**src/rtl/dfia_pkg.sv**
```systemverilog
// ----------------------------------------------------------------------------
// dfia_pkg
// shared constants, codes and controller/datapath interface types for the
// deferred free index allocator
// ----------------------------------------------------------------------------
package dfia_pkg;

  localparam int POOL_DEPTH = 1024;
  localparam int POOL_COUNT = 4;

  localparam int IDX_W   = $clog2(POOL_DEPTH);
  localparam int CNT_W   = IDX_W + 1;
  localparam int POOL_W  = (POOL_COUNT > 1) ? $clog2(POOL_COUNT) : 1;
  localparam int MEM_AW  = POOL_W + IDX_W;
  localparam int MEM_DEPTH = POOL_COUNT * POOL_DEPTH;

  localparam int CAP_W     = 11;
  localparam int REG_COUNT = 4;
  localparam int PADDR_W   = $clog2(REG_COUNT) + 2;

  // command modes
  localparam logic [1:0] MODE_ALLOC   = 2'd0;
  localparam logic [1:0] MODE_RELEASE = 2'd1;
  localparam logic [1:0] MODE_APPLY   = 2'd2;

  // result status codes
  localparam logic [1:0] ST_OK       = 2'd0;
  localparam logic [1:0] ST_EMPTY    = 2'd1;
  localparam logic [1:0] ST_ABSENT   = 2'd2;
  localparam logic [1:0] ST_OVERFLOW = 2'd3;

  typedef enum logic [3:0] {
    OP_NONE,
    OP_REPLY,
    OP_ALLOC,
    OP_ALLOC_OUT,
    OP_RELEASE,
    OP_AP_INIT,
    OP_AP_READ,
    OP_AP_WRITE,
    OP_AP_NEXT
  } dp_op_t;

  typedef struct packed {
    dp_op_t     op;
    logic [1:0] code;
    logic       drop;
    logic       sel_ptr;
  } dp_cmd_t;

  typedef struct packed {
    logic absent;
    logic empty;
    logic pend_full;
    logic free_full;
    logic k_left;
    logic last;
  } dp_stat_t;

endpackage

```
**src/rtl/dfia_ctrl.sv**
```systemverilog
// ----------------------------------------------------------------------------
// dfia_ctrl
// command decode and sequencing of allocate readout and the apply walk
// ----------------------------------------------------------------------------
module dfia_ctrl import dfia_pkg::*; (
  input  logic       clk,
  input  logic       rst,
  input  logic       start,
  input  logic [1:0] mode,
  input  dp_stat_t   stat,
  output logic       busy,
  output dp_cmd_t    cmd
);

  typedef enum logic [3:0] {
    S_IDLE     = 4'b0001,
    S_RESP     = 4'b0010,
    S_AP_CHECK = 4'b0100,
    S_AP_WRITE = 4'b1000
  } state_t;

  state_t state;
  state_t state_next;

  assign busy = (state != S_IDLE);

  always_comb begin
    state_next  = state;
    cmd.op      = OP_NONE;
    cmd.code    = ST_OK;
    cmd.drop    = 1'b0;
    cmd.sel_ptr = (state != S_IDLE);
    unique case (state)
      S_IDLE: begin
        if (start) begin
          unique case (mode)
            MODE_ALLOC: begin
              if (stat.absent) begin
                cmd.op   = OP_REPLY;
                cmd.code = ST_ABSENT;
              end else if (stat.empty) begin
                cmd.op   = OP_REPLY;
                cmd.code = ST_EMPTY;
              end else begin
                cmd.op     = OP_ALLOC;
                state_next = S_RESP;
              end
            end
            MODE_RELEASE: begin
              if (stat.absent) begin
                cmd.op   = OP_REPLY;
                cmd.code = ST_ABSENT;
              end else if (stat.pend_full) begin
                cmd.op   = OP_REPLY;
                cmd.code = ST_OVERFLOW;
              end else begin
                cmd.op = OP_RELEASE;
              end
            end
            MODE_APPLY: begin
              cmd.op     = OP_AP_INIT;
              state_next = S_AP_CHECK;
            end
            default: begin
              cmd.op   = OP_REPLY;
              cmd.code = ST_OK;
            end
          endcase
        end
      end
      S_RESP: begin
        cmd.op     = OP_ALLOC_OUT;
        state_next = S_IDLE;
      end
      S_AP_CHECK: begin
        if (stat.k_left && !stat.free_full) begin
          cmd.op     = OP_AP_READ;
          state_next = S_AP_WRITE;
        end else begin
          // no pending words left, or free stack full: the rest of this pool's pending words are dropped
          cmd.op     = OP_AP_NEXT;
          cmd.drop   = stat.k_left;
          state_next = stat.last ? S_IDLE : S_AP_CHECK;
        end
      end
      S_AP_WRITE: begin
        cmd.op     = OP_AP_WRITE;
        state_next = S_AP_CHECK;
      end
      default: begin
        state_next = S_IDLE;
      end
    endcase
  end

  always_ff @(posedge clk) begin
    if (rst) begin
      state <= S_IDLE;
    end else begin
      state <= state_next;
    end
  end

endmodule

```
**config.mk**
```make
export PLATFORM = sky130hd
export DESIGN_NAME = dfia_ctrl
export DESIGN_NICKNAME = d
export VERILOG_FILES = /design/src/rtl/dfia_pkg.sv /design/src/rtl/dfia_ctrl.sv
export SDC_FILE = /design/constraint.sdc
export NUM_CORES = 1
export LEC_CHECK = 0
export ABC_AREA = 1
export BUFFER_PORTS_ARGS = -buffer_cell sky130_fd_sc_hd__buf_2
export CAP_MARGIN = 20
export CORE_AREA = 2 2 39 41
export DETAILED_ROUTE_END_ITERATION = 10
export DIE_AREA = 0 0 41 43
export PLACE_DENSITY = 0.63
export SYNTH_ARGS = -nofsm -noshare
export SYNTH_HDL_FRONTEND = slang
export SYNTH_SLANG_ARGS = --single-unit
```
**constraint.sdc**
```tcl
create_clock -name clk -period 1.1 [get_ports clk]
set_input_delay 0.055 -clock clk [delete_from_list [all_inputs] [get_ports clk]]
set_output_delay 0.055 -clock clk [all_outputs]
set_load 0.02 [all_outputs]
```
# Word-level counts from Yosys, hierarchy flattened
# Cells that the tools add are included.
# Widths: inputs -> output; s select.
# totals
ff_bits	4
output_inout_bits	9
wordCells	37
# classes
n_eq_ne	11
mux	21
n_reduce_logical	4
# op_table
cell	count
$pmux 4 s3	2
$mux 4	5
$mux 6	3
$pmux 4 s4	1
$pmux 4 s2	1
$mux 2	3
$mux 3	2
$ne 3x3->1 const B	2
$eq 4x1->1 const B	1
$eq 4x2->1 const B	1
$eq 4x3->1 const B	1
$eq 4x4->1 const B	1
$ne 4x1->1 const B	1
$pmux 2 s2	1
$reduce_and 4->1	1
$mux 1	3
$ne 3x1->1 const B	1
$eq 2x1->1 const B	1
$eq 2x2->1 const B	1
$logic_not 2->1	1
$ne 2x2->1 const B	1
$logic_and 1x1->1	1
$logic_not 1->1	1

# Logic depth before layout (Yosys ltp)
# logic_depth
word_depth	5
mapped_depth	7
mapped_depth_nobuf	7

# Worst setup path before layout
# No wires, ideal clock.
# synth_timing
kind	register to output
start	register state[3]
end	output port cmd[2] (netlist bit)
arrival_ns	1.159
t_required_ns	1.045
setup_slack_ns	-0.114
path_stages_with_launch	4
path_buffers	0
path_cell_list	dfxtp_1 nor2_2 nand3_2 a211oi_1
# synth_lines
item	line	rtl
start, declared	dfia_ctrl.sv:22	state_t state;
start signal, assigned	dfia_ctrl.sv:100	state <= state_next;
end, declared	dfia_ctrl.sv:12	output dp_cmd_t cmd

==> flow_summary_export.csv <==
group,metric,value,unit
status,status,"finished with violations",
status,violations,"setup timing",
grt,antenna_found_initial,0,
drt,vias_per_cell,4.70,
synth,synth_ff_type,"dfxtp_1",
grt,grt_busiest_layer,"met2",
grt,grt_pass1_wl,1.86,mm
timing,finalSetupViolations,9,
timing,worst_pin_slew,0.322,ns
finish,diodes,0,
timing,slew_viol_final,0,
cts,cts_hold_buf,0,
synth,synthTopCellsByCount,"nand2_1, nor2_1, inv_1, nand3_1",
power,cell_internal_pwr,0.414,mW
finish,top_register,"state",
timing,rsz0062_at_grt,"true",
placement,placement.io_buffers,19,
setup_path,end_kind,"primary output",
timing,layout_setup_ws,-0.173,ns
finish,n_fill_cell,143,
drt,wire_per_inst,10.7,um
power,switching_share,0.352,
cts,cts.sinks,4,
timing,final.setup_skew,0.00331,ns
setup_path,cp_max_fo,3,
cts,clockBufferDepth,2,
grt,use_met2,0.253,
cts,clkTransAtPathRegs,0.04,ns
grt,grt_usage,0.159,
drt,drc_errors,0,
power,p_clk_frac,0.267,
grt,grt-ovfl-total,0,
cts,clk_latency,0.23,ns
timing,hold_ws,0.0324,ns
grt,use_met3,0.0524,
synth,syn_inst,62,
worst_hold_path,hold_class,"input port to flop",
grt,grt_max_degree,6,
power,p_seq_frac,0.261,
timing,hold_viol_final,0,
power,power_density,924,nW/um2
synth,synth_edf_count,0,
power,p_switching,0.225,mW
timing,fmax,786,MHz
synth,synth_top_area_frac,0.216,
power,vdd_ir_drop_max,961,uV
cts,cts_root_buf,"clkbuf_4",
drt,first_pass_iters,4,
synth,yosysMostFrequentCell,"nand2_1",
setup_path,timing_worst_setup_path_type,"flop to primary output",
job,maxCapViolations,0,
drt,ant_nets,0,
drt,drt_iter0_markers,7,
synth,synth_area_per_cell,5.97,um2
cts,cts-buffers-inserted,3,
synth,syn-cell-area,370,um2
floorplan,initial_utilization,0.268,
placement,dp_hpwl,849,um
drt,wirelength,1.12,mm
synth,synth_seq_cells,4,
floorplan,core_area,1380,um2
timing,min_period,1.27,ns
placement,place.gp.congestion,0.830,
finish,fin_nets,102,
cts,h-tree-depth,1,
synth,syn_nets,73,
synth,synthTopCellsByArea,"dfxtp_1, nand2_1, nor2_1",
synth,async_flop_share,0,
floorplan,dieWidth,41,um
finish,largest_register_ffs,4,
drt,vias,494,
timing,slew_headroom,0.784,
power,total_power,0.639,mW
floorplan,dieArea,1760,um2
floorplan,rows,14,
setup_path,crit_arrival,1.22,ns
synth,yosys.area.top_type,"dfxtp_1",
power,p_leak,0.351,nW
finish,final_cell_count_no_fill,105,
floorplan,ioPinCount,20,
finish,final_layout_size_suffix_gt1_frac,0.573,
cts,cts_tree,"done",
floorplan,die_y,43,um
finish,area_growth_syn_to_layout,86.8,%
setup_path,required,1.04,ns
finish,top_regs,"state x4",
synth,yosysWarnings,0,
placement,dp_cells,99,
synth,synth.yosys.seq_area_share,0.216,
grt,grt_pass1_vias,477,
power,comb_power_share,0.472,
grt,use_met1,0.163,
setup_path,crit_path_start_kind,"flop",
timing,period_share,1.16,
synth,synthDistinctLibCells,19,
## power groups by stage
stage | Combinational (mW) | Clock, mW | Sequential [mW]
after floorplan | 0.142 | 0 | 0.162
after global placement | 0.198 | 0 | 0.163
after detailed placement | 0.200 | 0 | 0.163
after CTS | 0.273 | 0.184 | 0.164
after global routing | 0.327 | 0.197 | 0.168
final | 0.302 | 0.171 | 0.167
## layer usage
layer	share of wire	vias to the layer above	routed length, um
met5	0	-	0
met4	0.018	0	20
met3	0.074	2	83
met2	0.54	22	609
met1	0.37	217	411
li1	-	253	-
## through the flow
step | TNS (ns) | cell area [um2] | worst slack, ns | util
6_report | -1.08 | 692 | -0.173 | 0.500
5_1_grt | -1.74 | 692 | -0.243 | 0.500
4_1_cts | -1.27 | 632 | -0.183 | 0.457
3_5_place_dp | -0.000855 | 509 | -0.000855 | 0.368
3_3_place_gp | 0 | 509 | 0.0279 | 0.368
2_1_floorplan | 0 | 379 | 0.0532 | -
## path summary, 6_finish.rpt
kind | start | to | slack [ns] | cells past startpoint
worst max register to register | state[1]$_SDFFE_PP0P_ | state[2]$_SDFFE_PP0P_ | 0.04 | 6
worst max-delay path | state[0]$_SDFFE_PP1P_ | cmd[3] | -0.17 | 6
worst min-delay path | rst | state[3]$_SDFFE_PP0P_ | 0.03 | 2
worst min register to register | state[0]$_SDFFE_PP1P_ | state[3]$_SDFFE_PP0P_ | 0.61 | 3
## repair_timing
action	in CTS	in global routing
setup buffers	3	3
pin swaps	4	6
gates resized for setup	23	16
endpoints found under the setup margin	9	12
## logic make-up after synthesis
kind of cell,count (synthesis),synth area share
and+or+nand+nor,44,0.591
AOI/OAI and AO/OA,6,0.101
DFF,4,0.216
buffers and inverters,8,0.0912
## cell type report
type | count | area, um2 | area share
Tap cell | 16 | 20.0 | 0.0289
Inverter | 7 | 28.8 | 0.0416
Multi-Input combinational cell | 50 | 340 | 0.492
Clock buffer | 3 | 22.5 | 0.0325
Sequential cell | 4 | 87.6 | 0.127
Timing Repair Buffer | 25 | 193 | 0.278
## critical path, stage by stage (launching register included)
cell and delay [ns]:
dfxtp_4 0.36, inv_2 0.04, nor2_4 0.10, nand3_4 0.09
buf_4 0.14, a21oi_2 0.11, buf_6 0.13
## cells in the final DEF (no fill, tap or decap)
cell type	count
o21bai_1	1
nor2_4	5
inv_2	1
nor3b_1	1
o21ai_0	1
nand3_4	2
nor3_1	1
nand2_8	1
o21a_1	1
inv_1	5
dfxtp_2	3
dfxtp_4	1
nand3_1	3
nor2_1	11
buf_4	7
nand3_2	4
o21ai_2	1
nand2_2	1
buf_2	10
nand2_1	14
a21oi_2	1
buf_6	8
inv_4	1
a211oi_2	1
nand2_4	1
clkbuf_4	3
(Power assumes the default switching activity.)
